[config.mk]
export PLATFORM = sky130hd
export DESIGN_NAME = dem_square
export DESIGN_NICKNAME = d
export VERILOG_FILES = /design/src/dem_pkg.sv /design/src/dem_square.sv
export SDC_FILE = /design/constraint.sdc
export NUM_CORES = 2
export LEC_CHECK = 0
export ABC_CLOCK_PERIOD_IN_PS = 10520
export BUFFER_PORTS_ARGS = -buffer_cell sky130_fd_sc_hd__buf_2
export CORE_MARGIN = 2
export CORE_UTILIZATION = 52
export DETAILED_ROUTE_END_ITERATION = 6
export GPL_TIMING_DRIVEN = 0
export PLACE_DENSITY = 0.74
export RECOVER_POWER = 25
export SLEW_MARGIN = 20
export SYNTH_ARGS = -nofsm -noshare
export SYNTH_HDL_FRONTEND = slang
export SYNTH_SLANG_ARGS = --single-unit
[constraint.sdc]
create_clock -name clock -period 10.52 [get_ports clock]
set_input_delay 1.052 -clock clock [delete_from_list [all_inputs] [get_ports clock]]
set_output_delay 1.052 -clock clock [all_outputs]
set_load 0.03 [all_outputs]
[src/dem_pkg.sv]
// ----------------------------------------------------------------------------
// dem_pkg
// shared types and constants for the directional edge magnitude pipeline
// ----------------------------------------------------------------------------
`default_nettype none

package dem_pkg;

   localparam int NUM_DIRS       = 8;
   localparam int MAG_WIDTH      = 17;
   localparam int RSP_DATA_WIDTH = 24;
   localparam int CSR_ADDR_WIDTH = 3;
   localparam int CSR_DATA_WIDTH = 32;

   localparam logic [MAG_WIDTH-1:0] MAG_MAX = {MAG_WIDTH{1'b1}};

   // register indexes, taken from csr address bit 2
   localparam logic REG_SELECT_MODE    = 1'b0;
   localparam logic REG_DIRECTION_MASK = 1'b1;

   typedef struct packed {
      logic                select_mode;
      logic [NUM_DIRS-1:0] direction_mask;
   } cfg_type;

endpackage

`default_nettype wire

[src/dem_square.sv]
// ----------------------------------------------------------------------------
// dem_square
// two stage front end: gated absolute value, then per-direction square
// ----------------------------------------------------------------------------
`default_nettype none

module dem_square #(
   parameter int SAMPLE_WIDTH = 16
) (
   input  wire                                               clock,
   input  wire                                               reset,
   input  dem_pkg::cfg_type                                  cfg,
   input  wire                                               in_valid,
   output logic                                              in_ready,
   input  wire [dem_pkg::NUM_DIRS-1:0][SAMPLE_WIDTH-1:0]     in_resp,
   input  wire                                               in_last,
   output logic                                              out_valid,
   input  wire                                               out_ready,
   output logic [dem_pkg::NUM_DIRS-1:0][2*SAMPLE_WIDTH-2:0]  out_sq,
   output logic                                              out_last
);

   localparam int SQW = 2*SAMPLE_WIDTH-1;

   logic                                          valid0_ff;
   logic                                          valid1_ff;
   logic                                          ready0;
   logic                                          ready1;
   logic [dem_pkg::NUM_DIRS-1:0][SAMPLE_WIDTH-1:0] abs_in;
   logic [dem_pkg::NUM_DIRS-1:0][SAMPLE_WIDTH-1:0] abs_ff;
   logic [dem_pkg::NUM_DIRS-1:0][SQW-1:0]          sq_in;
   logic [dem_pkg::NUM_DIRS-1:0][SQW-1:0]          sq_ff;
   logic                                          last0_ff;
   logic                                          last1_ff;

   assign ready1   = !valid1_ff || out_ready;
   assign ready0   = !valid0_ff || ready1;
   assign in_ready = ready0;

   // directions left out in selected mode contribute zero
   always_comb begin
      for (int k = 0; k < dem_pkg::NUM_DIRS; k++) begin
         if (!cfg.select_mode || cfg.direction_mask[k]) begin
            abs_in[k] = in_resp[k][SAMPLE_WIDTH-1] ? (~in_resp[k] + 1'b1) : in_resp[k];
         end else begin
            abs_in[k] = '0;
         end
      end
   end

   always_comb begin
      for (int k = 0; k < dem_pkg::NUM_DIRS; k++) begin
         sq_in[k] = SQW'(abs_ff[k]) * SQW'(abs_ff[k]);
      end
   end

   always_ff @(posedge clock) begin
      if (reset) begin
         valid0_ff <= 1'b0;
         valid1_ff <= 1'b0;
      end else begin
         if (ready0) begin
            valid0_ff <= in_valid;
         end
         if (ready1) begin
            valid1_ff <= valid0_ff;
         end
      end
   end

   always_ff @(posedge clock) begin
      if (ready0) begin
         abs_ff   <= abs_in;
         last0_ff <= in_last;
      end
      if (ready1) begin
         sq_ff    <= sq_in;
         last1_ff <= last0_ff;
      end
   end

   assign out_valid = valid1_ff;
   assign out_sq    = sq_ff;
   assign out_last  = last1_ff;

endmodule

`default_nettype wire

# After elaboration in Yosys (flattened, before gate mapping)
# Cells that the tools add are included.
word_totals:
  reg_bits: 380
  input_bits: 142
  out_inout_bits: 251
  word_cells: 81
op_classes:
  n_addsub: 8
  mul: 8
  muxes: 8
  n_bitwise: 8
  n_reduce_logical: 21
ops:
  columns: ["cell", "count"]
  rows:
  - ["$mul A16 B16 Y31", 8]
  - ["$add A16 B1 Y16 const B", 8]
  - ["$not A16 Y16", 8]
  - ["$mux W15", 8]
  - ["$reduce_and A2 Y1", 8]
  - ["$logic_or A1 B1 Y1", 10]
  - ["$logic_not A1 Y1", 3]

# Depth between registers and ports, before layout
logic_depth:
  word_depth: 3
  ltp_mapped: 25
  depth_no_buf: 23

# Worst setup path after synthesis
# No wires, ideal clock.
synth_timing:
  path_kind: "input port to flip-flop"
  from: "input port out_ready"
  to: "register last1_ff (netlist: out_last) (enable)"
  setup_time_ns: 0.593
  arrival_ns: 5.782
  required_ns: 9.927
  path_slack_ns: 4.145
  stages: 2
  path_buffers: 0
  path_cell_list: "nor2b_1 > inv_1"
synth_via:
  elab_chain_cells: 1
synth_rtl:
  columns: ["item", "line_no", "rtl"]
  rows:
  - ["start, declared", "dem_square.sv:18", "input wire out_ready,"]
  - ["$logic_or A1 B1 Y1", "dem_square.sv:36", "assign ready1 = !valid1_ff || out_ready;"]
  - ["named net ready1", "dem_square.sv:28", "logic ready1;"]
  - ["end signal, assigned", "dem_square.sv:78", "last1_ff <= last0_ff;"]
  - ["end, declared", "dem_square.sv:34", "logic last1_ff;"]
# The timed path passes the listed nets, and every way through them passes these cells.
# A chain may end at the register's enable or synchronous reset.

==> impl_results.md <==
* FP Rows at 136
* Worst path cell trace: clkbuf_1, nand2_1, fa_1, fa_1, inv_1, fa_1, fa_1, fa_1, inv_1, fa_1, inv_1, ha_1, a21o_1, a2111oi_2, a211oi_1, a2111oi_1, nor3_1, nor2_1, o21ai_0, xor2_1
* Mapped Cells at 7,455
* CTS Hold Buffers Added at 0
* Post-layout instance area at 77,500 um^2
* Clk sinks at 372
* Setup TNS at 0 ns
* Post-CTS Setup Inserts at 0
* Die area at 141,000 um^2
* Placer congestion estimate at 0.922
* Hold Violations, Final at 0
* Top_reg_cell synth: edfxtp_1
* Share of layout cells above drive strength 1 at 6.70%
* Number of vias in the routed layout at 51,300
* Clk root buf: clkbuf_16
* Drt first pass iters at 6
* I/O pin count at 393
* First-pass GRT wire length at 278,000 um
* Post-CTS sizing at 0
* Post-route ant nets at 0
* Vias in the first global route at 54,900
* WP depth at 20
* Worst Skew at 0.0419 ns
* Hold crit path type: reg2reg
* Core area at 137,000 um^2
* Synth Warn # at 0
* Unrepaired setup endpoints after global routing: false
* Grt ovf at 0
* Drt initial violations at 3,015
* Average instance area after synthesis at 9.61 um^2
* Worst hold start: last0_ff
* Layout Area Growth over Synthesis at 8.11%
* Nets at 10,100
* Starting Density at 52.2%
* Max-slew violations at 260
* Fin crit share at 73.1%
* Critical path's top delay family: adder cells
* Maximum buffer depth of the clock tree at 3
* Worst r2r path cells at 20
* TritonCTS clock tree: built
* Startpoint Class: register
* Failing checks: max-capacitance violations, max-slew violations
* Clk_lat worst skew at 0.65 ns
* DP Wirelength at 143,000 um
* Total wire length at 170,000 um
* Reg2reg setup slack at 2.83 ns
* Area post-placement at 76,000 um^2
* Area share of the largest cell type after synthesis at 36.2%
* Tot GR Track Use at 24.6%
* Largest net degree at the start of global routing at 96
* Max-slew headroom at -275%
* Hold Slack at 0.430 ns
* Outcome: finished, violations left
* Worst reg2reg startpoint: abs_ff[90]
* Worst-path clk slew at 0.06 ns
* R2r endpoint: out_sq[180]
* Hold EP: out_last
* Fmax at 130 MHz
* Crit Path Max Fanout at 10
* Post-layout util at 56.5%
* Drt via density at 5.27
* Hold path depth at 0
* Die Wd at 375 um
* Total CTS buffers at 47
* Port Buffers at 384
* Kind of end point of the critical path: register
* Largest stage delay on the critical path at 0.79 ns
* Critical Path RT at 10.91 ns
* Final min period at 7.69 ns
* Post-Syn Area at 71,600 um^2
* WL per Instance at 17.4 um
* Critical path type: reg2reg
* Drt drc at 0
* Slew at the pin closest to its max-slew limit at 5.62 ns
* Data arrival, critical path at 8.08 ns
* EDFF count, synth at 370
* Seq/Total Area, Yosys at 15.6%
* Largest cells by area after synthesis: fa_1 (36%), edfxtp_1 (16%), ha_1 (14%)
* Most common cell on crit path: fa_1
* Largest area contributor in the netlist: fa_1
* Bufs and invs on worst path at 4
* Initial antenna violation count at 3
* CP max-delay cell: a2111oi_1
* Ys async rst share at 0%
* Setup violators final at 0
* Chip height at 375 um
* Post-synth cell types at 76
* FF+latch count, synth at 372
* H-tree Lvls at 2
* Max-Cap Viols at 5
-- layer usage --
layer  wire length (um)  part of all wire [%]  global-route usage [%]  vias up
met5                  0                     0                       0        -
met2              83200                    49                    42.2     1586
met4               5750                   3.4                    7.87        0
met1              70000                    41                    32.5    25600
li1                   -                     -                       -    23800
met3              10800                   6.4                    3.35      308
-- cells in the final DEF, fill, tap and decap left out, types with 48 or more instances in the layout --
| master | count |
|---|---|
| and2_1 | 346 |
| nor2b_1 | 61 |
| o21ai_0 | 123 |
| nand2_1 | 648 |
| nand3_1 | 54 |
| fa_1 | 1296 |
| clkbuf_1 | 216 |
| edfxtp_1 | 370 |
| nor2_1 | 338 |
| ha_1 | 796 |
| clkbuf_16 | 48 |
| a21o_1 | 137 |
| xnor2_1 | 214 |
| inv_1 | 1947 |
| buf_2 | 383 |
| a21oi_1 | 203 |
| xor2_1 | 177 |
-- registers in the layout (all words and copies together) (netlist names) --
name	cells
out_valid	1
out_sq	240
abs_ff	128
out_last	1
valid0_ff	1
last0_ff	1
-- how the worst max path moves through the flow --
stage	from	endpoint
after detailed placement	abs_ff[90]	out_sq[180]
after floorplan	out_ready	out_last
after CTS	abs_ff[90]	out_sq[180]
after global routing	abs_ff[49]	out_sq[121]
after global placement	out_ready	out_sq[220]
final	abs_ff[90]	out_sq[180]
-- cell type report --
class | count | area (um^2)
tap | 1794 | 2240
buffer | 220 | 857
clock inverter | 36 | 332
inverter | 1948 | 7310
clock buffer | 51 | 1210
antenna | 3 | 7.51
multi-input combinational | 4922 | 52400
fill | 12000 | 59700
sequential | 372 | 11200
timing repair buffer | 388 | 1980
-- metrics by stage --
stage	setup WS (ns)	cells
6_report	2.83	9734
5_1_grt	2.60	9731
4_1_cts	2.76	9731
3_5_place_dp	2.79	9644
3_3_place_gp	1.44	9640
2_1_floorplan	4.15	7462
-- cells by family (layout without fill, tap and decap cells) --
logic type	after synthesis	in the layout	share of synthesized area, %
multiplexers	21	21	0.307
other	1	11	0.00523
flip-flops	372	372	15.6
buffers and inverters	2168	2643	11.4
adder cells (fa/ha/maj)	2092	2092	50.1
AO/OA/AOI/OAI	723	723	6.56
AND/OR/NAND/NOR	1687	1687	11.3
XOR/XNOR	391	391	4.78
-- synth_stat cells (3+ instances only) --
library cell / count
o2111a_1: 3
a41oi_1: 3
nand4_1: 32
ha_1: 796
nand2b_1: 38
o21a_1: 17
a31o_2: 22
a21oi_1: 203
or2_2: 23
nor2b_1: 61
nor4_1: 13
a31oi_1: 32
inv_1: 1948
and3_1: 30
fa_1: 1296
nand3_1: 54
o31ai_1: 41
or4_1: 24
o2111ai_1: 3
o21bai_1: 30
a21boi_0: 10
o211ai_1: 12
o221ai_1: 4
nor2_1: 338
or3_1: 32
o22ai_1: 6
buf_4: 8
edfxtp_1: 370
and2_1: 346
o21ai_0: 123
o311ai_0: 3
mux2i_1: 13
nand2_1: 648
mux2_2: 8
a21o_1: 137
clkbuf_1: 209
nor3_1: 29
o41ai_1: 13
xnor2_1: 214
a2111oi_0: 7
xor2_1: 177
a211o_1: 4
nand3b_1: 3
nor3b_1: 5
a211oi_1: 27
-- worst register-to-register path, cell delays in order, from the launching register on --
cell       delay [ns]
edfxtp_1         0.63
clkbuf_1         0.54
nand2_1          0.24
fa_1             0.56
fa_1             0.56
inv_1            0.06
fa_1             0.41
fa_1             0.49
fa_1             0.54
inv_1            0.05
fa_1             0.48
inv_1            0.05
ha_1             0.34
a21o_1           0.27
a2111oi_2        0.40
a211oi_1         0.15
a2111oi_1        0.79
nor3_1           0.32
nor2_1           0.25
o21ai_0          0.14
xor2_1           0.16
Power is left out: the tool's default activity adds up to more than one toggle a clock period on the data nets, which glitch-free logic cannot reach.
