File: src/dem_pkg.sv
// ----------------------------------------------------------------------------
// dem_pkg
// shared types and constants for the directional edge magnitude pipeline
// ----------------------------------------------------------------------------
`default_nettype none

package dem_pkg;

   localparam int NUM_DIRS       = 8;
   localparam int MAG_WIDTH      = 17;
   localparam int RSP_DATA_WIDTH = 24;
   localparam int CSR_ADDR_WIDTH = 3;
   localparam int CSR_DATA_WIDTH = 32;

   localparam logic [MAG_WIDTH-1:0] MAG_MAX = {MAG_WIDTH{1'b1}};

   // register indexes, taken from csr address bit 2
   localparam logic REG_SELECT_MODE    = 1'b0;
   localparam logic REG_DIRECTION_MASK = 1'b1;

   typedef struct packed {
      logic                select_mode;
      logic [NUM_DIRS-1:0] direction_mask;
   } cfg_type;

endpackage

`default_nettype wire

File: src/dem_sum.sv
// ----------------------------------------------------------------------------
// dem_sum
// three stage registered adder tree over the eight squares
// ----------------------------------------------------------------------------
`default_nettype none

module dem_sum #(
   parameter int SAMPLE_WIDTH = 16
) (
   input  wire                                               clock,
   input  wire                                               reset,
   input  wire                                               in_valid,
   output logic                                              in_ready,
   input  wire [dem_pkg::NUM_DIRS-1:0][2*SAMPLE_WIDTH-2:0]   in_sq,
   input  wire                                               in_last,
   output logic                                              out_valid,
   input  wire                                               out_ready,
   output logic [2*SAMPLE_WIDTH+1:0]                         out_sum,
   output logic                                              out_last
);

   localparam int SUMW = 2*SAMPLE_WIDTH+2;

   logic [2:0]           valid_ff;
   logic [3:0]           ready;
   logic [2:0]           last_ff;
   logic [3:0][SUMW-1:0] quad_in;
   logic [3:0][SUMW-1:0] quad_ff;
   logic [1:0][SUMW-1:0] pair_in;
   logic [1:0][SUMW-1:0] pair_ff;
   logic [SUMW-1:0]      total_in;
   logic [SUMW-1:0]      total_ff;

   assign ready[3] = out_ready;
   assign ready[2] = !valid_ff[2] || ready[3];
   assign ready[1] = !valid_ff[1] || ready[2];
   assign ready[0] = !valid_ff[0] || ready[1];
   assign in_ready = ready[0];

   always_comb begin
      for (int k = 0; k < 4; k++) begin
         quad_in[k] = SUMW'(in_sq[2*k]) + SUMW'(in_sq[2*k+1]);
      end
      for (int k = 0; k < 2; k++) begin
         pair_in[k] = quad_ff[2*k] + quad_ff[2*k+1];
      end
      total_in = pair_ff[0] + pair_ff[1];
   end

   always_ff @(posedge clock) begin
      if (reset) begin
         valid_ff <= '0;
      end else begin
         if (ready[0]) valid_ff[0] <= in_valid;
         if (ready[1]) valid_ff[1] <= valid_ff[0];
         if (ready[2]) valid_ff[2] <= valid_ff[1];
      end
   end

   always_ff @(posedge clock) begin
      if (ready[0]) begin
         quad_ff    <= quad_in;
         last_ff[0] <= in_last;
      end
      if (ready[1]) begin
         pair_ff    <= pair_in;
         last_ff[1] <= last_ff[0];
      end
      if (ready[2]) begin
         total_ff   <= total_in;
         last_ff[2] <= last_ff[1];
      end
   end

   assign out_valid = valid_ff[2];
   assign out_sum   = total_ff;
   assign out_last  = last_ff[2];

endmodule

`default_nettype wire

File: config.mk
export PLATFORM = sky130hd
export DESIGN_NAME = dem_sum
export DESIGN_NICKNAME = d
export VERILOG_FILES = /design/src/dem_pkg.sv /design/src/dem_sum.sv
export SDC_FILE = /design/constraint.sdc
export NUM_CORES = 1
export LEC_CHECK = 0
export BUFFER_PORTS_ARGS = -buffer_cell sky130_fd_sc_hd__buf_4
export CORE_ASPECT_RATIO = 0.5
export CORE_MARGIN = 2
export CORE_UTILIZATION = 40
export DETAILED_ROUTE_END_ITERATION = 8
export PLACE_DENSITY = 0.63
export SLEW_MARGIN = 20
export SYNTH_ARGS = -nofsm -noshare
export SYNTH_HDL_FRONTEND = slang
export SYNTH_SLANG_ARGS = --single-unit
File: constraint.sdc
create_clock -name clock -period 6.04 [get_ports clock]
set_input_delay 0.906 -clock clock [delete_from_list [all_inputs] [get_ports clock]]
set_output_delay 0.906 -clock clock [all_outputs]
set_load 0.005 [all_outputs]
==> Word level (Yosys, flattened, before mapping) <==
Index checks and enable logic that the tools add are counted.
{ "op_classes": {"n_reduce_logical": 6, "add_sub_neg": 7} }
{ "ops": {"columns": ["op", "count"], "rows": [
  ["31-bit by 31-bit adder with 32-bit output", 4],
  ["34-bit adder", 3],
  ["1-bit zero test", 3],
  ["1-bit logical OR", 3]
]} }
{ "word_totals": {"in_bits": 253, "register_bits": 244, "out_inout_bits": 37, "word_cells": 26} }

==> Logic depth before layout (Yosys ltp) <==
Gate-level depths: netlist of the first run.
{ "depth": {"word_depth": 4, "depth_mapped": 12, "mapped_depth_nobuf": 12} }

==> Worst setup path before layout of the first run <==
Ideal clock, no wire load.
{ "synth_path": {"kind": "input port to output port", "startpoint": "input port out_ready", "endpoint": "output port in_ready", "stages": 3, "path_slack_ns": 1.248, "n_path_buf": 0, "arrival_time_ns": 3.886, "t_required_ns": 5.134, "path_cell_list": "nor2b_1 -> and2_1 -> nand2_1"} }
{ "synth_via": {"elab_chain_cells": 3} }
{ "synth_rtl": {"columns": ["item", "line_no", "source"], "rows": [
  ["start, declared", "dem_sum.sv:17", "input wire out_ready,"],
  ["1-bit logical OR", "dem_sum.sv:35", "assign ready[2] = !valid_ff[2] || ready[3];"],
  ["1-bit logical OR", "dem_sum.sv:36", "assign ready[1] = !valid_ff[1] || ready[2];"],
  ["1-bit logical OR", "dem_sum.sv:37", "assign ready[0] = !valid_ff[0] || ready[1];"],
  ["end, declared", "dem_sum.sv:13", "output logic in_ready,"]
]} }
Every way passes these cells.

==> results.toml, run 1 <==
[outcome]
status = "complete, no violations"

[placed_design]
portBuffers = 289
gp_congestion = 0.864
hpwlAfterDp_um = 36200

[cells_and_area]
final_nets = 2507
multi_input_area_um2 = 10500
antennaDiodeCount = 0
ff_latch_area_um2 = 7000
drive_above_1_share_pct = 17.2
fill_cells = 4159
layout_common_cells = "buf_4, edfxtp_1, ha_1"
final_common_cell = "buf_4"
area_growth_pct = 20.5

[worst_setup_path]
crit_fanout = 4
start_kind = "primary input"
crit_start = "in_sq[62]"
worstPathArrival_ns = 4.05
ff2ff_path_depth = 11
cp-end-kind = "flip-flop"
rrSetupSlack_ns = 2.46
crit_end = "quad_ff[64]"
required_ns = 6.32
crit_type = "in2reg"
r2r-start = "quad_ff[0]"
reg2reg_to = "pair_ff[32]"

[routing]
dr.pass1.iters = 5
vias = 14300
drcViolationCount = 0
drtAntennaViolNets = 0
routedWlPerCell_um = 16.9
vias_per_cell = 5.43
routed_wl_um = 44600
first_iter_violations = 986

[timing]
fin_crit_sh_pct = 62.4
tightest_slew_ns = 0.978
setup_viol_count_final = 0
slew_viol_final = 0
hold_viol = 0
skew_ns = 0.0160
whs_ns = 0.425
slew_headroom_pct = 34.8
fmax_mhz = 265
rsz0062_at_grt = "no"
fin_crit_ns = 3.77
tns_ns = 0

[synth]
ys_warn_count = 0
synth_area_leaders = "edfxtp_1, ha_1, xnor2_1"
syn-mean-instance-area_um2 = 10.2
ys_ff_latch = 234
yosys.area.top_type = "edfxtp_1"
synth_cell_type_count = 71
netlist_area_um2 = 17800
synthArstFlopShare_pct = 0
synthCells = 1742
synth_edf_count = 231
synthesis.nets = 2223
seq_area_frac_synth_pct = 39.2
yosysTopAreaCellShare_pct = 38.9
synthFlopType = "edfxtp_1"

[global_routing]
grt_usage_pct = 19.0
grt_pass1_wl_um = 70700
grt_max_degree = 73
first_global_vias = 13700
grt_antenna_before_repair = 1
overflow = 0

[clock_tree]
clkLatencyLatePin_ns = 0.54
cts_tree = "yes"
cts_hold_buf = 0
clkSinkCount = 234
htree_levels = 1
cts_max_path_buffers = 3
clkTransAtPathRegs_ns = 0.06
numCtsBuffers = 25
cts_setup_buffers = 0
root_buffer = "clkbuf_16"
cts.repair.resized = 0

[min_path]
whs_path_depth = 0
min_path_type = "reg2reg"

[power]
powerDensity_nw_per_um2 = 419
p_leak_nw = 9.55
ir_drop_v = 0.000243

[die]
die_h_um = 153
core_um2 = 43800
rows = 54
initial_core_util_pct = 40.7
ios = 290
design.die.area_um2 = 46400
fp.dieW_um = 303

[flow_run]
cap_violations = 0
flip-flops by register name, indices dropped and copies added, names as in the netlist:
signal	count
pair_ff	66
last_ff	3
quad_ff	128
valid_ff	3
out_sum	34
cell families (layout without fill, tap and decap cells):
group                      count (synthesis)  in the layout  synth area share [%]
buffers and inverters                     86            386                  1.81
muxes                                      1              1                0.0561
and+or+nand+nor                          391            391                  10.7
DFF                                      234            234                  39.2
AOI/OAI and AO/OA                        610            610                  22.5
xor gates and xnor gates                 192            192                  9.43
adders and majority gates                228            228                  16.3
area by class of cell:
class / instances / area share, %
well taps: 588 / 3.42
multi-input cells: 1422 / 49.0
clock buffers: 25 / 2.91
flip-flops and latches: 234 / 32.6
inverters: 50 / 0.873
repair buffers: 293 / 10.2
clock inverters: 18 / 1.04
cell usage after synthesis, types with 5 or more instances:
cell       number
o21bai_1       26
nor3_1         24
nor2_1         91
a311oi_1        5
o21ai_1         9
and3_1         20
nand4_1        29
clkbuf_1       36
o211ai_1        8
a2111oi_0       7
fa_1            7
a31o_2          5
a31oi_1        24
o21a_1         27
ha_1          221
xor2_1         67
inv_1          50
nand3_1        45
o31ai_1        11
xnor2_1       125
and2_1          6
nor2b_1        22
a21o_1        136
nand2b_1       15
o31a_1          5
nand2_1       105
a21oi_1       190
or3_1           7
a221o_1         6
and4_1          8
edfxtp_1      231
a211oi_1       16
o21ai_0        83
worst max-delay path: stages:
cell      delay (ns)
buf_4           0.11
ha_1            0.21
fa_1            0.40
a21oi_1         0.21
nor2_1          0.09
o31ai_1         0.36
a31oi_1         0.22
a31oi_1         0.57
o21ai_0         0.24
and4_1          0.27
a311oi_1        0.33
xnor2_1         0.12
report_power, final:
part | internal [mW] | switching [mW] | total [mW]
combinational | 2.00 | 2.51 | 4.51
sequential | 2.64 | 0.231 | 2.88
clock | 0.968 | 0.654 | 1.62
total | 5.61 | 3.39 | 9.01
stage by stage:
stage	cells	worst slack, ns	util [%]	area, um^2	power [mW]
2_1_floorplan	1742	1.25	-	17800	6.04
4_1_cts	2630	2.39	49.1	21500	9.04
3_3_place_gp	2587	1.89	47.1	20600	7.35
5_1_grt	2630	2.04	49.1	21500	9.70
6_report	2630	2.27	49.1	21500	9.01
3_5_place_dp	2587	1.86	47.1	20600	7.39
routing by layer:
metal	share of wire (%)	up-vias	track usage (%)
met2	46	320	31.4
met1	46	6677	26.4
met4	1.5	0	3.33
li1	-	7244	-
met3	5.9	49	3.37
met5	0	-	0
worst min path at each step:
| stage | start | endpoint | slack, ns |
|---|---|---|---|
| after floorplan | last_ff[0] | last_ff[1] | 0.40 |
| after global placement | last_ff[0] | last_ff[1] | 0.42 |
| after detailed placement | last_ff[0] | last_ff[1] | 0.41 |
| after CTS | last_ff[0] | last_ff[1] | 0.43 |
| after global routing | last_ff[1] | last_ff[2] | 0.45 |
| final | last_ff[0] | last_ff[1] | 0.42 |
Power figures use the tool's default switching activity.
==> run 2: changes to the inputs <==
--- a/config.mk
+++ b/config.mk
@@ -5,12 +5,13 @@
 export SDC_FILE = /design/constraint.sdc
 export NUM_CORES = 1
 export LEC_CHECK = 0
+export ABC_AREA = 1
 export BUFFER_PORTS_ARGS = -buffer_cell sky130_fd_sc_hd__buf_4
 export CORE_ASPECT_RATIO = 0.5
 export CORE_MARGIN = 2
 export CORE_UTILIZATION = 40
 export DETAILED_ROUTE_END_ITERATION = 8
-export PLACE_DENSITY = 0.63
+export PLACE_DENSITY = 0.62
 export SLEW_MARGIN = 20
 export SYNTH_ARGS = -nofsm -noshare
 export SYNTH_HDL_FRONTEND = slang
==> constraint.sdc (replaced) <==
create_clock -name clock -period 3.6 [get_ports clock]
set_input_delay 0.54 -clock clock [delete_from_list [all_inputs] [get_ports clock]]
set_output_delay 0.54 -clock clock [all_outputs]
set_load 0.005 [all_outputs]
==> run 2 against run 1 <==
Hold slack got worse by 0.25 ns. Critical path depth did not move. Largest cell class unchanged. Synthesized area is 31% higher. Via count grew 57%. Register-to-register slack worse by 1.1 ns. Critical path type is now reg2reg. First-iteration DRC count up 59%. Critical endpoint is now out_sum[32]. Routed wire length is 53% higher. Flip-flop and latch count unchanged. Largest power group unchanged. Core utilization decreased by 1.6 points. Highest routed layer unchanged. Worst setup slack got worse by 0.95 ns.
==> results.toml, run 2 <==
[die]
die_h_um = 175
ios = 290
design.die.area_um2 = 60600
initial_core_util_pct = 40.6
rows = 62
fp.dieW_um = 346
core_um2 = 57600

[timing]
rsz0062_at_grt = "no"
slew_viol_final = 0
slew_headroom_pct = 43.3
fin_crit_sh_pct = 63.2
fmax_mhz = 440
skew_ns = 0.0266
tightest_slew_ns = 0.851
hold_viol = 0
setup_viol_count_final = 0
setup_ws_ns = 1.33
fin_crit_ns = 2.27
tns_ns = 0

[cells_and_area]
final_nets = 4488
antennaDiodeCount = 0
area_growth_pct = 17.0
final_common_cell = "nand2_1"
largest_register_ffs = 128
fin_cells = 4793
drive_above_1_share_pct = 9.94
largest_register = "quad_ff"
layout_common_cells = "nand2_1, inv_1, buf_4"

[synth]
yosysTopAreaCellShare_pct = 29.6
synth_edf_count = 231
synth_cell_type_count = 25
synth_common_cells = "nand2_1, inv_1, nor2_1, edfxtp_1, ha_1"
synthArstFlopShare_pct = 0
synth.most_common_cell = "nand2_1"
netlist_area_um2 = 23400
synthFlopType = "edfxtp_1"
ys_warn_count = 0
synthCells = 3688
yosys.area.top_type = "edfxtp_1"
ys_ff_latch = 234
seq_area_frac_synth_pct = 29.9
syn-mean-instance-area_um2 = 6.35
synthesis.nets = 4169
synth_area_leaders = "edfxtp_1, nand2_1, inv_1"

[power]
p_leak_nw = 16.2
powerDensity_nw_per_um2 = 607
switchingPower_mw = 7.58
pwr-share-clk_pct = 15.3
ir_drop_v = 0.000339
seqPwrFrac_pct = 29.8
pwr-share-comb_pct = 54.9
switching_share_pct = 45.6
intPower_mw = 9.05

[worst_setup_path]
path_depth = 12
crit_fanout = 3
reg2reg_to = "out_sum[32]"
crit_type = "reg2reg"
crit_slowest_cell = "edfxtp_1"
r2r-start = "pair_ff[35]"
start_kind = "flip-flop"
rrSetupSlack_ns = 1.33
cp_cell_sequence = "inv_1 -> fa_1 -> inv_1 -> nand2_1 -> nand2_1 -> nand3_1 -> nand2_2 -> nand2_1 -> nand2_2 -> nand2_1 -> nand3_1 -> nand2_1"
cp_slowest_stage_delay_ns = 0.59
crit_family = "simple AND/OR/NAND/NOR gates"
worstPathArrival_ns = 2.55
critical_path_buf_inv_count = 2
cp-end-kind = "flip-flop"
crit_top_cell = "nand2_1"
ff2ff_path_depth = 12
required_ns = 3.87

[clock_tree]
cts_max_path_buffers = 3
cts_tree = "yes"
numCtsBuffers = 24
clkTransAtPathRegs_ns = 0.06
clkLatencyLatePin_ns = 0.54
htree_levels = 1
cts.repair.resized = 0
cts_hold_buf = 0
root_buffer = "clkbuf_16"
cts_setup_buffers = 0
clkSinkCount = 234

[global_routing]
overflow = 0
grt_pass1_wl_um = 110000
first_global_vias = 21000
grt_antenna_before_repair = 0
grt_usage_pct = 22.5
grt_max_degree = 107

[routing]
dr.pass1.iters = 5
drcViolationCount = 0
drtAntennaViolNets = 0
routed_wl_um = 68100
vias = 22400
first_iter_violations = 1564
routedWlPerCell_um = 14.2
vias_per_cell = 4.68

[placed_design]
portBuffers = 289
dp.cells = 4749
hpwlAfterDp_um = 58500
gp_congestion = 0.896
pre_cts_slack_ns = 1.12

[min_path]
whs_path_depth = 2
min_path_type = "in2reg"
min_from = "reset"
min_to = "valid_ff[0]"

[flow_run]
cap_violations = 0

[outcome]
status = "complete, no violations"
[run 2: kinds of logic after synthesis]
family | count (synthesis) | synth area share (%)
compound gates | 177 | 3.97
buf+inv | 786 | 12.6
fa+ha+maj | 228 | 12.4
xor+xnor | 105 | 3.93
flops | 234 | 29.9
simple gates | 2158 | 37.2
[run 2: stage by stage]
stage	instance area (um^2)	power, mW	hold WS (ns)	util [%]
after floorplan	23400	11.0	0.400	-
after global placement	26600	14.1	0.406	46.2
after detailed placement	26600	14.1	0.416	46.2
after CTS	27400	16.7	0.147	47.5
after global routing	27400	18.2	0.150	47.5
final	27400	16.6	0.176	47.5
[run 2: final cells by class]
class	instances	area, um^2
fill	5990	30200
multi-input combinational	2668	13500
sequential	234	7000
inverter	786	2950
timing repair buffer	293	2210
tap	768	961
clock buffer	28	647
clock inverter	16	148
[run 2: routing by layer]
layer / up-vias / GRT usage [%] / share of wire, %
met4: 0 / 1.78 / 0.67
met2: 460 / 36.4 / 43
met1: 9986 / 33.9 / 52
li1: 12000 / - / -
met5: - / 0 / 0
met3: 32 / 1.97 / 4.5
[run 2: worst max path at each step]
stage,startpoint,end
5_1_grt,pair_ff[35],out_sum[24]
2_1_floorplan,out_ready,last_ff[1]
4_1_cts,pair_ff[35],out_sum[32]
3_5_place_dp,in_sq[186],quad_ff[130]
3_3_place_gp,in_sq[186],quad_ff[122]
6_report,pair_ff[35],out_sum[32]
[run 2: power by group through the flow]
stage	clock network [mW]	registers, mW	logic (mW)
2_1_floorplan	0	4.61	6.40
3_3_place_gp	0	5.01	9.05
3_5_place_dp	0	5.01	9.11
4_1_cts	2.61	4.97	9.16
5_1_grt	2.71	5.02	10.5
6_report	2.55	4.96	9.13
==> run 3: changes to the inputs <==
--- a/config.mk
+++ b/config.mk
@@ -11,7 +11,7 @@
 export CORE_MARGIN = 2
 export CORE_UTILIZATION = 40
 export DETAILED_ROUTE_END_ITERATION = 8
-export PLACE_DENSITY = 0.62
+export PLACE_DENSITY = 0.64
 export SLEW_MARGIN = 20
 export SYNTH_ARGS = -nofsm -noshare
 export SYNTH_HDL_FRONTEND = slang
==> constraint.sdc (replaced) <==
create_clock -name clock -period 1.9 [get_ports clock]
set_input_delay 0.285 -clock clock [delete_from_list [all_inputs] [get_ports clock]]
set_output_delay 0.285 -clock clock [all_outputs]
set_load 0.005 [all_outputs]
==> run 3 against run 2 <==
The run now ends with setup timing left. Sequential share of layout area fell by 4.2 points. Die area is the same. Largest cell class unchanged. Final cell count up 7.7%. Via count is 8.5% higher.
==> results.toml, run 3 (synthesized netlist as in run 2, its figures left out) <==
[outcome]
status = "finished with violations"
violations = "setup timing"

[worst_setup_path]
crit_type = "reg2reg"
rrSetupSlack_ns = -0.11
crit_slowest_cell = "edfxtp_1"
start_kind = "flip-flop"
worstPathArrival_ns = 2.31
cp_cell_sequence = "ha_4 -> fa_2 -> nand3_2 -> nand3_2 -> nand2_2 -> nand2_4 -> nand2_4 -> nand2_8 -> nand2_4 -> nand2_2 -> nand2_2 -> nand2_1"
cp-end-kind = "flip-flop"
cp_slowest_stage_delay_ns = 0.46
required_ns = 2.20
crit_fanout = 4
critical_path_buf_inv_count = 0
crit_family = "simple AND/OR/NAND/NOR gates"

[timing]
slew_headroom_pct = 65.1
slew_viol_final = 0
fin_crit_sh_pct = 106
hold_viol = 0
rsz0062_at_grt = "yes"
setup_viol_count_final = 22
fin_crit_ns = 2.01
tightest_slew_ns = 0.523
setup_ws_ns = -0.105
whs_ns = 0.0565
skew_ns = 0.0159
fmax_mhz = 499
tns_ns = -0.755

[global_routing]
grt_usage_pct = 24.3
use_met2_pct = 39.2
overflow = 0
grt_use_met1_pct = 34.8
first_global_vias = 22900
grt_max_degree = 37
met3_usage_pct = 3.86
grt-busiest-layer = "met2"
grt_antenna_before_repair = 1
grt_pass1_wl_um = 118000

[die]
rows = 62
die_h_um = 175
design.die.area_um2 = 60600
fp.dieW_um = 346
core_um2 = 57600
ios = 290
initial_core_util_pct = 40.6

[placed_design]
dp.cells = 5088
gp_congestion = 0.915
hpwlAfterDp_um = 62700
portBuffers = 289

[routing]
first_iter_violations = 1700
vias = 24400
routedWlPerCell_um = 14.8
drtAntennaViolNets = 0
routed_wl_um = 76500
dr.pass1.iters = 8
vias_per_cell = 4.72
drcViolationCount = 0

[cells_and_area]
largest_register_ffs = 128
final_nets = 4859
largest_register = "quad_ff"
drive_above_1_share_pct = 26.4
fill_cells = 5400
area_growth_pct = 40.3
antennaDiodeCount = 0
fin_cells = 5164
final_common_cell = "nand2_1"
layout_common_cells = "nand2_1, inv_1, buf_4"

[clock_tree]
cts_max_path_buffers = 3
cts_tree = "yes"
numCtsBuffers = 24
clkTransAtPathRegs_ns = 0.07
clkSinkCount = 234
clkLatencyLatePin_ns = 0.55
root_buffer = "clkbuf_16"
htree_levels = 1

[power]
ir_drop_v = 0.000816
powerDensity_nw_per_um2 = 1260
p_leak_nw = 18.5

[min_path]
min_path_type = "in2reg"

[flow_run]
cap_violations = 0
[run 3: metrics by stage]
step / total power, mW / cell area (um^2) / util (%) / setup WS, ns
3_5_place_dp: 30.0 / 29200 / 50.7 / -0.388
3_3_place_gp: 29.9 / 29200 / 50.7 / -0.348
2_1_floorplan: 20.9 / 23500 / - / -0.206
5_1_grt: 44.6 / 32900 / 57.0 / -0.163
4_1_cts: 37.0 / 31200 / 54.1 / -0.128
6_report: 41.5 / 32900 / 57.0 / -0.105
[run 3: area by class of cell]
type | instances | area [um^2] | share of cell area (%)
multi-input combinational | 2669 | 16000 | 48.8
inverter | 786 | 2960 | 9.01
clock inverter | 19 | 183 | 0.556
clock buffer | 25 | 626 | 1.90
timing repair buffer | 663 | 5100 | 15.5
sequential | 234 | 7000 | 21.3
tap | 768 | 961 | 2.92
[run 3: final timing paths]
check / cells past startpoint / end / from
max: 12 / pair_ff[20] / quad_ff[34]
min: 2 / quad_ff[68] / in_sq[155]
max reg2reg: 12 / pair_ff[20] / quad_ff[34]
min reg2reg: 0 / last_ff[2] / last_ff[1]
[run 3: what timing repair did]
| action | in CTS | in global routing |
|---|---|---|
| endpoints found under the hold margin | 4 | 0 |
| setup buffers | 7 | 22 |
| gates resized for setup | 154 | 339 |
| pin swaps | 29 | 126 |
| hold buffers | 3 | 0 |
| endpoints found under the setup margin | 62 | 75 |
| gates cloned | 0 | 1 |
[run 3: per-layer routing]
metal,part of all wire [%],up-vias,wire [um]
met5,0,-,0
met4,1.5,0,1120
met3,6.5,59,4950
met2,44,571,33700
met1,48,11000,36700
li1,-,12700,-
[run 3: power breakdown]
part           total, mW  switching [mW]  internal [mW]
Clock               4.95            2.25           2.71
Combinational       26.8            14.9           11.8
Sequential          9.77            1.49           8.28
