$ cat src/dem_sqrt.sv
// ----------------------------------------------------------------------------
// dem_sqrt
// pipelined digit-by-digit integer square root, one root bit per stage
// ----------------------------------------------------------------------------
`default_nettype none

module dem_sqrt #(
   parameter int SAMPLE_WIDTH = 16
) (
   input  wire                          clock,
   input  wire                          reset,
   input  wire                          in_valid,
   output logic                         in_ready,
   input  wire [2*SAMPLE_WIDTH+1:0]     in_sum,
   input  wire                          in_last,
   output logic                         out_valid,
   input  wire                          out_ready,
   output logic [SAMPLE_WIDTH:0]        out_root,
   output logic                         out_last
);

   localparam int SUMW = 2*SAMPLE_WIDTH+2;
   localparam int RW   = SAMPLE_WIDTH+1;

   logic [RW-1:0]            valid_ff;
   logic [RW:0]              ready;
   logic [RW-1:0]            last_ff;
   logic [RW-1:0][SUMW-1:0]  rem_ff;
   logic [RW-1:0][SUMW-1:0]  root_ff;

   assign ready[RW] = out_ready;
   assign in_ready  = ready[0];

   for (genvar i = 0; i < RW; i++) begin : g_stage
      localparam logic [SUMW-1:0] BIT = SUMW'(1) << (2*(RW-1-i));

      logic            valid_src;
      logic            last_src;
      logic [SUMW-1:0] rem_src;
      logic [SUMW-1:0] root_src;
      logic [SUMW-1:0] trial;
      logic [SUMW-1:0] rem_in;
      logic [SUMW-1:0] root_in;

      if (i == 0) begin : g_first
         assign valid_src = in_valid;
         assign last_src  = in_last;
         assign rem_src   = in_sum;
         assign root_src  = '0;
      end else begin : g_next
         assign valid_src = valid_ff[i-1];
         assign last_src  = last_ff[i-1];
         assign rem_src   = rem_ff[i-1];
         assign root_src  = root_ff[i-1];
      end

      assign ready[i] = !valid_ff[i] || ready[i+1];
      assign trial    = root_src + BIT;

      always_comb begin
         if (rem_src >= trial) begin
            rem_in  = rem_src - trial;
            root_in = (root_src >> 1) + BIT;
         end else begin
            rem_in  = rem_src;
            root_in = root_src >> 1;
         end
      end

      always_ff @(posedge clock) begin
         if (reset) begin
            valid_ff[i] <= 1'b0;
         end else if (ready[i]) begin
            valid_ff[i] <= valid_src;
         end
      end

      always_ff @(posedge clock) begin
         if (ready[i]) begin
            rem_ff[i]  <= rem_in;
            root_ff[i] <= root_in;
            last_ff[i] <= last_src;
         end
      end
   end

   assign out_valid = valid_ff[RW-1];
   assign out_root  = root_ff[RW-1][RW-1:0];
   assign out_last  = last_ff[RW-1];

endmodule

`default_nettype wire

$ cat config.mk
export PLATFORM = sky130hd
export DESIGN_NAME = dem_sqrt
export DESIGN_NICKNAME = d
export VERILOG_FILES = /design/src/dem_sqrt.sv
export SDC_FILE = /design/constraint.sdc
export NUM_CORES = 1
export LEC_CHECK = 0
export ABC_AREA = 1
export BUFFER_PORTS_ARGS = -buffer_cell sky130_fd_sc_hd__buf_2
export CAP_MARGIN = 20
export CORE_MARGIN = 2
export CORE_UTILIZATION = 55
export CTS_CLUSTER_DIAMETER = 60
export DETAILED_ROUTE_END_ITERATION = 10
export PLACE_DENSITY = 0.77
export SLEW_MARGIN = 0
export SYNTH_ARGS = -nofsm -noshare
export SYNTH_HDL_FRONTEND = slang
export SYNTH_SLANG_ARGS = --single-unit
$ cat constraint.sdc
create_clock -name clock -period 10.9 [get_ports clock]
set_clock_uncertainty 0.05 [all_clocks]
set_input_delay 2.18 -clock clock [delete_from_list [all_inputs] [get_ports clock]]
set_output_delay 2.18 -clock clock [all_outputs]
set_load 0.02 [all_outputs]
### Word level (Yosys, flattened, before mapping)

Index checks and enable logic that the tools add are counted.
W data, S select, Z words.

| cells by class | value |
|---|---|
| add/subtract/negate cells | 48 |
| magnitude comparators | 17 |
| mux-type cells | 33 |
| reductions and logical operators | 34 |

Operator list:

| operator | number |
|---|---|
| $ge A34 B34 Y1 | 16 |
| $mux W34 | 16 |
| $mux W33 | 16 |
| $sub A34 B34 Y34 | 15 |
| $add A33 B11 Y34 const B | 1 |
| $add A33 B13 Y34 const B | 1 |
| $add A33 B15 Y34 const B | 1 |
| $add A33 B17 Y34 const B | 1 |
| $add A33 B19 Y34 const B | 1 |
| $add A33 B21 Y34 const B | 1 |
| $add A33 B23 Y34 const B | 1 |
| $add A33 B25 Y34 const B | 1 |
| $add A33 B27 Y34 const B | 1 |
| $add A33 B29 Y34 const B | 1 |
| $add A33 B3 Y34 const B | 1 |
| $add A33 B31 Y34 const B | 1 |
| $add A33 B5 Y34 const B | 1 |
| $add A33 B7 Y34 const B | 1 |
| $add A33 B9 Y34 const B | 1 |
| $add A34 B1 Y34 const B | 1 |
| $add A34 B11 Y34 const B | 1 |
| $add A34 B13 Y34 const B | 1 |
| $add A34 B15 Y34 const B | 1 |
| $add A34 B17 Y34 const B | 1 |
| other kinds (17) | 49 |

| storage, ports and cells | value |
|---|---|
| bits in registers | 1139 |
| input port bits | 39 |

### Depth between registers and ports, before layout

Gate-level depths: netlist (run 1).

| logic depth | value |
|---|---|
| word-level depth | 18 |
| gate-level depth with buffers | 16 |
| gate-level depth less buffers | 16 |

### Worst setup path after synthesis (run 1)

Ideal clock, no wire load.

| timing path | value |
|---|---|
| path kind | input -> output |
| from | input port out_ready |
| to | output port in_ready |
| data arrival time | 8.023 ns |
| slack | 0.647 ns |
| stages | 10 |
| path buffers | 0 |
| path through | inv_1 nand3_2 nor2_2 nand4_2 nor2_2 nand4_2 nor2_2 nand4_2 nor2_2 nand3_1 |

| on the way | value |
|---|---|
| cells in the longest elaborated chain, start to end | 17 |

RTL lines:

| what | line | source |
|---|---|---|
| start, declared | 17 | `input wire out_ready,` |
| $logic_or A1 B1 Y1 (2 in a row) | 57 | `assign ready[i] = !valid_ff[i] \|\| ready[i+1];` |
| net ready[15] | 26 | `logic [RW:0] ready;` |
| $logic_or A1 B1 Y1 (4 in a row) | 57 |  |
| net ready[11] | 26 |  |
| $logic_or A1 B1 Y1 (4 in a row) | 57 |  |
| net ready[7] | 26 |  |
| $logic_or A1 B1 Y1 (4 in a row) | 57 |  |
| net ready[3] | 26 |  |
| $logic_or A1 B1 Y1 (3 in a row) | 57 |  |
| end, declared | 13 | `output logic in_ready,` |

The timed path passes the listed nets, and every way through them passes these cells.

### Worst setup path in the final report (run 1)

Same ends and word-level chain as after synthesis.

==> flow_metrics.env, run 1 <==
export IMPL_ys_ff_latch=731
export IMPL_ys_seq_area_frac=0.607
export IMPL_dp_final_hpwl_um=57300
export IMPL_grt_max_degree=54
export IMPL_drtPass1Iterations=6
export IMPL_hold_viol_final=0
export IMPL_drv_slew=0
export IMPL_fin_crit_ns=8.35
export IMPL_ant_nets=0
export IMPL_cts_tree="done"
export IMPL_vias=23845
export IMPL_dieArea_sq_mm=0.0673
export IMPL_async_flop_share=0
export IMPL_p_leak_nw=16.4
export IMPL_clkTransAtPathRegs_ns=0.06
export IMPL_intPower_mw=6.57
export IMPL_crit_path_start="out_ready"
export IMPL_grt_overflow=0
export IMPL_syn_avg_cell_area_sq_um=10.8
export IMPL_synth_top_cells_by_area="edfxtp_1, ha_1, nand2_1"
export IMPL_power_density_mw_per_mm2=253
export IMPL_startpoint_type="primary input"
export IMPL_syn_instance_count=3321
export IMPL_tns_ns=0
export IMPL_rows=93
export IMPL_netSwitchingFraction=0.346
export IMPL_slew_headroom=0.345
export IMPL_cts_hold_buf=0
export IMPL_worst_path_largest_cell_delay_ns=0.67
export IMPL_initial_core_util=0.556
export IMPL_crit_arrival_ns=6.12
export IMPL_die_h_um=259
export IMPL_rr_startpoint="out_valid$_SDFFE_PP0P_"
export IMPL_grtUsageMet3=0.0375
export IMPL_top_usage_layer="met2"
export IMPL_cts_resized_gates=0
export IMPL_r2r_end="g_stage[5].root_src[25]$_DFFE_PP_"
export IMPL_worstSetupEndpointType="output pin"
export IMPL_synth_top_flop_cell="edfxtp_1"
export IMPL_synth_top_area_frac=0.598
export IMPL_drive_gt1_frac=0.0788
export IMPL_grt_use_met1=0.292
export IMPL_n_antenna_cell=0
export IMPL_maxCapViolations=0
export IMPL_wirelength_um=76600
export IMPL_htree_levels=3
export IMPL_die_w_um=259
export IMPL_grt_usage=0.231
export IMPL_irDropWorstVdd_mv=0.147
export IMPL_synth_distinct_cells=64
export IMPL_grt_util_met2=0.403
export IMPL_cts_setup_buffers=0
export IMPL_critical_path_class="primary input to output pin"
export IMPL_clockRootBuffer="clkbuf_16"
export IMPL_areaGrowthSynthToFinish_pct=10.7
export IMPL_cts_buffers_inserted=76
export IMPL_drt_iter0_markers=2119
export IMPL_min_delay_start="g_stage[4].last_src$_DFFE_PP_"
export IMPL_path_buf_inv=7
export IMPL_wl_per_cell_um=17.6
export IMPL_drc=0
export IMPL_gp_congestion=0.905
export IMPL_reg2reg_depth=14
export IMPL_antenna_found_initial=0
export IMPL_yosysTopAreaCell="edfxtp_1"
export IMPL_crit_slowest_cell="nand3_2"
export IMPL_worstMarginPinSlew_ns=0.980
export IMPL_clk_latency_ns=0.64
export IMPL_status="finished, final reports clean"
export IMPL_grt_pass1_vias=23101
export IMPL_crit_chain="buf_2 > inv_1 > nand3_2 > buf_4 > nor2_2 > nand4_2 > buf_4 > nor2_2 > nand4_2 > buf_4 > nor2_2 > nand4_2 > buf_4 > nor2_2 > nand3_2 > buf_2"
export IMPL_coreArea_sq_mm=0.0645
export IMPL_clockPowerShare=0.261
export IMPL_syn_cell_area_sq_mm=0.0359
export IMPL_finalNonFillerCells=4358
export IMPL_crit_path_max_fanout=53
export IMPL_cp_top_family="simple AND/OR/NAND/NOR gates"
export IMPL_io_pins=59
export IMPL_max_freq_mhz=120
export IMPL_comb_power_share=0.293
export IMPL_syn_nets=3526
export IMPL_crit_end="in_ready"
export IMPL_yosysWarnings=0
export IMPL_final_nets=3648
export IMPL_p_switching_mw=3.48
export IMPL_synth_edf_count=714
export IMPL_grt_first_pass_wirelength_um=121000
export IMPL_pwr_share_seq=0.446
export IMPL_routed_via_density=5.47
export IMPL_hold_class="flop to flop"
export IMPL_rsz0062_at_grt="no"
export IMPL_clock_sinks=731
export IMPL_critPathRequiredTime_ns=8.67
export IMPL_finalSetupViolCount=0
export IMPL_placed_cells=4218
export IMPL_clockBufferDepth=3
export IMPL_portBuffers=58
export IMPL_worst_path_stages=16
export IMPL_finalCritPeriodShare=0.766
export IMPL_r2r_setup_slack_ns=6.33
power by group through the flow:
stage	sequential (mW)	combinational, mW	clock, mW
after floorplan	4.30	2.24	0
after global placement	4.52	2.83	0
after detailed placement	4.53	2.87	0
after CTS	4.48	2.91	2.67
after global routing	4.55	3.31	2.77
final	4.48	2.94	2.62
stage by stage:
stage	hold slack (ns)	utilization	instance area (sq um)	power (mW)	setup slack, ns
2_1_floorplan	0.350	-	35900	6.54	0.647
3_3_place_gp	0.350	0.576	37100	7.35	2.71
3_5_place_dp	0.357	0.576	37100	7.40	2.58
4_1_cts	0.364	0.615	39700	10.1	2.50
5_1_grt	0.387	0.616	39700	10.6	2.20
6_report	0.368	0.616	39700	10.0	2.55
worst reg2reg max path, delay by kind of cell (launching register included):
family | cells | cell delay, ns
flops | 1 | 0.33
simple gates | 8 | 1.34
buf+inv | 6 | 2.49
sequential cells by signal, indices dropped and copies added (netlist names):
| signal | count |
|---|---|
| out_valid | 1 |
| g_stage.rem_src | 544 |
| g_stage.valid_src | 16 |
| out_root | 17 |
| out_last | 1 |
| g_stage.root_src | 136 |
| g_stage.last_src | 16 |
cells in the mapped netlist, types with 9 or more instances:
cell type / instances
o21ai_1: 66
o21ai_0: 155
buf_2: 13
o21ai_2: 10
nand4_1: 42
or2_2: 28
nor2_1: 324
xnor2_1: 97
a21oi_1: 208
nand2_1: 498
nor3_1: 57
xor2_1: 112
buf_6: 10
o211ai_1: 9
inv_1: 472
dfxtp_1: 17
nor2_2: 12
inv_2: 9
edfxtp_1: 714
nor4_1: 54
ha_1: 166
nand3_1: 114
cell usage in the layout (no fill, tap or decap), types with 6 or more instances in the layout:
master	count
a211oi_1	6
a21o_1	8
a21oi_1	208
buf_2	58
buf_4	14
bufinv_16	8
clkbuf_1	19
clkbuf_16	76
clkinv_1	10
clkinv_2	8
dfxtp_1	17
edfxtp_1	714
ha_1	166
inv_1	470
inv_2	10
nand2_1	496
nand3_1	113
nand3b_1	8
nand4_1	42
nor2_1	324
nor2_2	12
nor3_1	57
nor4_1	54
o2111ai_1	8
o211ai_1	9
o21a_1	7
o21ai_0	155
o21ai_1	66
o21ai_2	10
o21bai_1	6
o31ai_1	8
or2_2	28
xnor2_1	97
xor2_1	112
per-layer routing:
layer,up-vias,part of all wire
met4,0,0.030
met2,744,0.50
met5,-,0
met3,158,0.060
li1,11753,-
met1,11190,0.41
kinds of logic after synthesis:
| family | count (synthesis) | share of synthesized area |
|---|---|---|
| compound gates | 523 | 0.0811 |
| xor+xnor | 209 | 0.0510 |
| fa+ha+maj | 166 | 0.0579 |
| buf+inv | 512 | 0.0565 |
| flops | 731 | 0.607 |
| simple gates | 1180 | 0.146 |
area by class of cell:
class | instances | area, sq um
Timing Repair Buffer | 74 | 435
Clock buffer | 97 | 2000
Inverter | 482 | 1810
Tap cell | 855 | 1070
Clock inverter | 41 | 536
Fill cell | 5057 | 24800
Sequential cell | 731 | 21800
Multi-Input combinational cell | 2078 | 12100
worst min path at each step:
stage	endpoint	slack [ns]	depth (start not counted)
floorplan	g_stage[10].last_src$_DFFE_PP_	0.35	0
global placement	g_stage[7].last_src$_DFFE_PP_	0.35	0
detailed placement	g_stage[12].last_src$_DFFE_PP_	0.36	0
CTS	g_stage[4].rem_src[17]$_DFFE_PP_	0.36	0
global route	g_stage[14].last_src$_DFFE_PP_	0.39	0
finish	g_stage[5].last_src$_DFFE_PP_	0.37	0
Power figures use the tool's default switching activity.
==> run 2: changes to the inputs <==
- ABC_AREA: 1 -> 0
- clock period: 10.9 -> 8 ns (I/O delays scaled with it)
==> flow_metrics.env, run 2 <==
export IMPL_status="finished, final reports clean"
export IMPL_hold_viol_final=0
export IMPL_min_delay_start="g_stage[12].last_src$_DFFE_PP_"
export IMPL_post_place_ws_ns=1.38
export IMPL_grt_pass1_vias=20476
export IMPL_finalSetupViolCount=0
export IMPL_finalNonFillerCells=3554
export IMPL_largest_reg_flops=544
export IMPL_drtPass1Iterations=6
export IMPL_synth_top_family_by_area="simple AND/OR/NAND/NOR gates"
export IMPL_ys_top_cells_by_count="edfxtp_1, inv_1, nand2_1"
export IMPL_synth_xor_area_share=0.0519
export IMPL_synth_simple_gate_area_frac=0.114
export IMPL_die_w_um=252
export IMPL_cts_setup_buffers=0
export IMPL_portBuffers=58
export IMPL_worstSetupEndpointType="output pin"
export IMPL_synth_top_flop_cell="edfxtp_1"
export IMPL_drive_gt1_frac=0.0934
export IMPL_clock_sinks=731
export IMPL_crit_chain="buf_2 > nor2b_1 > inv_1 > nor2_1 > and2_1 > clkinv_1 > nor3_1 > buf_4 > nand4_1 > buf_4 > or2_2 > buf_2"
export IMPL_fillers=4346
export IMPL_routed_via_density=5.82
export IMPL_synth_edf_count=714
export IMPL_io_pins=59
export IMPL_async_flop_share=0
export IMPL_worst_path_largest_cell_delay_ns=0.66
export IMPL_synth_top_cells_by_area="edfxtp_1, ha_1, xor2_1"
export IMPL_max_freq_mhz=152
export IMPL_power_density_mw_per_mm2=341
export IMPL_maxCapViolations=0
export IMPL_coreArea_sq_mm=0.0605
export IMPL_htree_levels=3
export IMPL_p_leak_nw=15.1
export IMPL_power_mw=12.8
export IMPL_r2r_end="g_stage[13].rem_src[27]$_DFFE_PP_"
export IMPL_hold_ws_ns=0.375
export IMPL_crit_path_start="out_ready"
export IMPL_grt_max_degree=51
export IMPL_grt_overflow=0
export IMPL_syn_instance_count=2591
export IMPL_antenna_found_initial=0
export IMPL_irDropWorstVdd_mv=0.233
export IMPL_critical_path_class="primary input to output pin"
export IMPL_placed_cells=3414
export IMPL_rr_startpoint="g_stage[12].rem_src[11]$_DFFE_PP_"
export IMPL_cts_buffers_inserted=76
export IMPL_clockRootBuffer="clkbuf_16"
export IMPL_crit_end="in_ready"
export IMPL_grt_usage=0.212
export IMPL_drt_iter0_markers=1584
export IMPL_cts_tree="done"
export IMPL_synth_most_common_cell="edfxtp_1"
export IMPL_slew_headroom=0.287
export IMPL_crit_arrival_ns=4.93
export IMPL_layout_commonest_cell="edfxtp_1"
export IMPL_regArea_sq_mm=0.0218
export IMPL_n_antenna_cell=0
export IMPL_fin_crit_ns=6.58
export IMPL_rows=90
export IMPL_vias=20670
export IMPL_synth_distinct_cells=79
export IMPL_reg2reg_depth=9
export IMPL_final_cell_mix="edfxtp_1, inv_1, nand2_1"
export IMPL_syn_cell_area_sq_mm=0.0337
export IMPL_wirelength_um=67400
export IMPL_initial_core_util=0.558
export IMPL_syn_nets=2796
export IMPL_worst_path_stages=12
export IMPL_cp_top_family="simple AND/OR/NAND/NOR gates"
export IMPL_grt_first_pass_wirelength_um=106000
export IMPL_ys_seq_area_frac=0.645
export IMPL_critPathRequiredTime_ns=6.35
export IMPL_areaGrowthSynthToFinish_pct=11.3
export IMPL_cts_resized_gates=0
export IMPL_yosysTopAreaCell="edfxtp_1"
export IMPL_multi_input_area_sq_mm=0.0110
export IMPL_clk_latency_ns=0.63
export IMPL_yosysWarnings=0
export IMPL_final_core_util=0.621
export IMPL_tns_ns=0
export IMPL_wl_per_cell_um=19.0
export IMPL_crit_slowest_cell="or2_2"
export IMPL_stdcell_area_sq_mm=0.0376
export IMPL_synthMuxAreaShare=0.0104
export IMPL_startpoint_type="primary input"
export IMPL_ys_ff_latch=731
export IMPL_gp_congestion=0.909
export IMPL_finalCritPeriodShare=0.823
export IMPL_worstMarginPinSlew_ns=1.07
export IMPL_clockBufferDepth=3
export IMPL_hold_class="flop to flop"
export IMPL_r2r_setup_slack_ns=3.86
export IMPL_synth_adder_area_share=0.0615
export IMPL_dp_final_hpwl_um=49800
export IMPL_setup_slack_ns=1.42
export IMPL_rsz0062_at_grt="no"
export IMPL_final_nets=2919
export IMPL_dieArea_sq_mm=0.0634
export IMPL_syn_avg_cell_area_sq_um=13.0
export IMPL_clkTransAtPathRegs_ns=0.06
export IMPL_cts_hold_buf=0
export IMPL_die_h_um=252
export IMPL_ant_nets=0
export IMPL_crit_path_max_fanout=39
export IMPL_placed_area_sq_mm=0.0350
export IMPL_drv_slew=0
export IMPL_path_buf_inv=6
export IMPL_synth_compound_area_frac=0.0885
export IMPL_synth_top_area_frac=0.635
export IMPL_drc=0
run 2: layout make-up:
class | instances | share of cell area
flip-flops and latches | 731 | 0.580
multi-input cells | 1609 | 0.294
clock buffers | 97 | 0.0541
well taps | 782 | 0.0260
inverters | 218 | 0.0218
repair buffers | 78 | 0.0127
clock inverters | 39 | 0.0119
run 2: cell families (layout without fill, tap and decap cells):
| family | Yosys count | in the layout |
|---|---|---|
| AO/OA/AOI/OAI | 472 | 472 |
| XOR/XNOR | 200 | 200 |
| adder cells (fa/ha/maj) | 166 | 166 |
| buffers and inverters | 251 | 432 |
| flip-flops | 731 | 731 |
| multiplexers | 32 | 32 |
| AND/OR/NAND/NOR | 739 | 739 |
run 2: worst min path at each step:
stage,end,slack (ns),cells past startpoint
4_1_cts,g_stage[8].last_src$_DFFE_PP_,0.37,0
6_report,g_stage[13].last_src$_DFFE_PP_,0.37,0
3_3_place_gp,g_stage[10].last_src$_DFFE_PP_,0.35,0
3_5_place_dp,g_stage[7].last_src$_DFFE_PP_,0.36,0
2_1_floorplan,g_stage[10].last_src$_DFFE_PP_,0.35,0
5_1_grt,g_stage[2].last_src$_DFFE_PP_,0.38,0
run 2: metal layers:
metal  routed length [um]  share of wire  track usage  vias up
met5                    0              0            0        -
met4                 2440          0.036       0.0862        0
met3                 3240          0.048       0.0339      159
met2                34700           0.51        0.383      574
met1                27100           0.40        0.253    10008
li1                     -              -            -     9929
run 2: report_power, final:
group          total, mW  internal (mW)  switching (mW)
clock network       3.46           1.99            1.47
logic               3.25           1.45            1.80
registers           6.10           5.38           0.719
==> run 3: changes to the inputs <==
- PLACE_DENSITY: 0.77 -> 0.8
- clock period: 8 -> 5.9 ns (I/O delays scaled with it)
==> flow_metrics.env, run 3 (same netlist as run 2, synthesis figures left out) <==
export IMPL_power_density_mw_per_mm2=463
export IMPL_tns_ns=0
export IMPL_crit_path_max_fanout=39
export IMPL_io_pins=59
export IMPL_die_h_um=252
export IMPL_wirelength_um=68200
export IMPL_areaGrowthSynthToFinish_pct=11.7
export IMPL_dp_final_hpwl_um=50200
export IMPL_hold_class="flop to flop"
export IMPL_rsz0062_at_grt="no"
export IMPL_vias=20842
export IMPL_finalCritPeriodShare=0.841
export IMPL_gp_congestion=0.900
export IMPL_clockBufferDepth=3
export IMPL_largest_reg_flops=544
export IMPL_drv_slew=0
export IMPL_cts_hold_buf=0
export IMPL_cts_setup_buffers=0
export IMPL_grt_max_degree=52
export IMPL_irDropWorstVdd_mv=0.287
export IMPL_antenna_found_initial=0
export IMPL_hold_ws_ns=0.350
export IMPL_finalNonFillerCells=3549
export IMPL_stdcell_area_sq_mm=0.0377
export IMPL_cts_tree="done"
export IMPL_placed_cells=3414
export IMPL_initial_core_util=0.558
export IMPL_clk_latency_ns=0.64
export IMPL_htree_levels=3
export IMPL_layout_commonest_cell="edfxtp_1"
export IMPL_routed_via_density=5.87
export IMPL_placed_area_sq_mm=0.0351
export IMPL_coreArea_sq_mm=0.0605
export IMPL_cts_resized_gates=0
export IMPL_fin_crit_ns=4.96
export IMPL_critPathRequiredTime_ns=4.67
export IMPL_drive_gt1_frac=0.0961
export IMPL_wl_per_cell_um=19.2
export IMPL_slew_headroom=0.321
export IMPL_worstMarginPinSlew_ns=1.02
export IMPL_drc=0
export IMPL_p_leak_nw=15.1
export IMPL_startpoint_type="primary input"
export IMPL_grt_usage=0.215
export IMPL_finalSetupViolCount=0
export IMPL_grt_overflow=0
export IMPL_final_cell_mix="edfxtp_1, inv_1, nand2_1"
export IMPL_grt_pass1_vias=21043
export IMPL_critical_path_class="primary input to output pin"
export IMPL_crit_arrival_ns=3.73
export IMPL_worstSetupEndpointType="output pin"
export IMPL_n_antenna_cell=0
export IMPL_max_freq_mhz=201
export IMPL_cts_buffers_inserted=74
export IMPL_clockRootBuffer="clkbuf_16"
export IMPL_dieArea_sq_mm=0.0634
export IMPL_clkTransAtPathRegs_ns=0.06
export IMPL_status="finished, final reports clean"
export IMPL_die_w_um=252
export IMPL_clock_sinks=731
export IMPL_ant_nets=0
export IMPL_maxCapViolations=0
export IMPL_final_nets=2919
export IMPL_grt_first_pass_wirelength_um=108000
export IMPL_power_mw=17.5
export IMPL_drt_iter0_markers=1549
export IMPL_drtPass1Iterations=5
export IMPL_hold_viol_final=0
export IMPL_portBuffers=58
export IMPL_rows=90
run 3: worst paths after layout:
| kind | slack [ns] | cells past startpoint | startpoint | to |
|---|---|---|---|---|
| min reg2reg | 0.35 | 0 | g_stage[12].last_src$_DFFE_PP_ | g_stage[13].last_src$_DFFE_PP_ |
| min | 0.35 | 0 | g_stage[12].last_src$_DFFE_PP_ | g_stage[13].last_src$_DFFE_PP_ |
| max | 0.94 | 11 | out_ready | in_ready |
| max reg2reg | 2.14 | 9 | g_stage[14].rem_src[9]$_DFFE_PP_ | g_stage[15].rem_src[5]$_DFFE_PP_ |
run 3: routing by layer:
metal / up-vias / track usage / share of wire
met5: - / 0 / 0
met4: 0 / 0.0913 / 0.040
met3: 180 / 0.0334 / 0.039
met2: 580 / 0.414 / 0.55
met1: 10171 / 0.233 / 0.37
li1: 9911 / - / -
run 3: power by group:
part	switching (mW)	internal, mW
logic	2.44	1.97
registers	0.933	7.30
clock network	1.99	2.83
total	5.37	12.1
run 3: critical path, stage by stage:
cell	delay, ns
buf_2	0.11
nor2b_4	0.19
inv_6	0.12
nor2_4	0.12
and2_4	0.18
clkinvlp_4	0.11
nor3_4	0.23
nand4_1	0.16
buf_4	0.31
or2_2	0.68
buf_2	0.30
run 3: stage by stage:
stage / worst slack [ns] / util
2_1_floorplan: -0.248 / -
3_3_place_gp: 1.02 / 0.580
3_5_place_dp: 0.930 / 0.580
4_1_cts: 0.917 / 0.622
5_1_grt: 0.741 / 0.623
6_report: 0.936 / 0.623
run 3: layout make-up:
| type | count | area [sq um] |
|---|---|---|
| clock buffers | 86 | 1900 |
| clock inverters | 43 | 649 |
| fillers | 4252 | 22800 |
| inverters | 218 | 830 |
| multi-input cells | 1609 | 11100 |
| flip-flops and latches | 731 | 21800 |
| well taps | 782 | 978 |
| repair buffers | 80 | 498 |
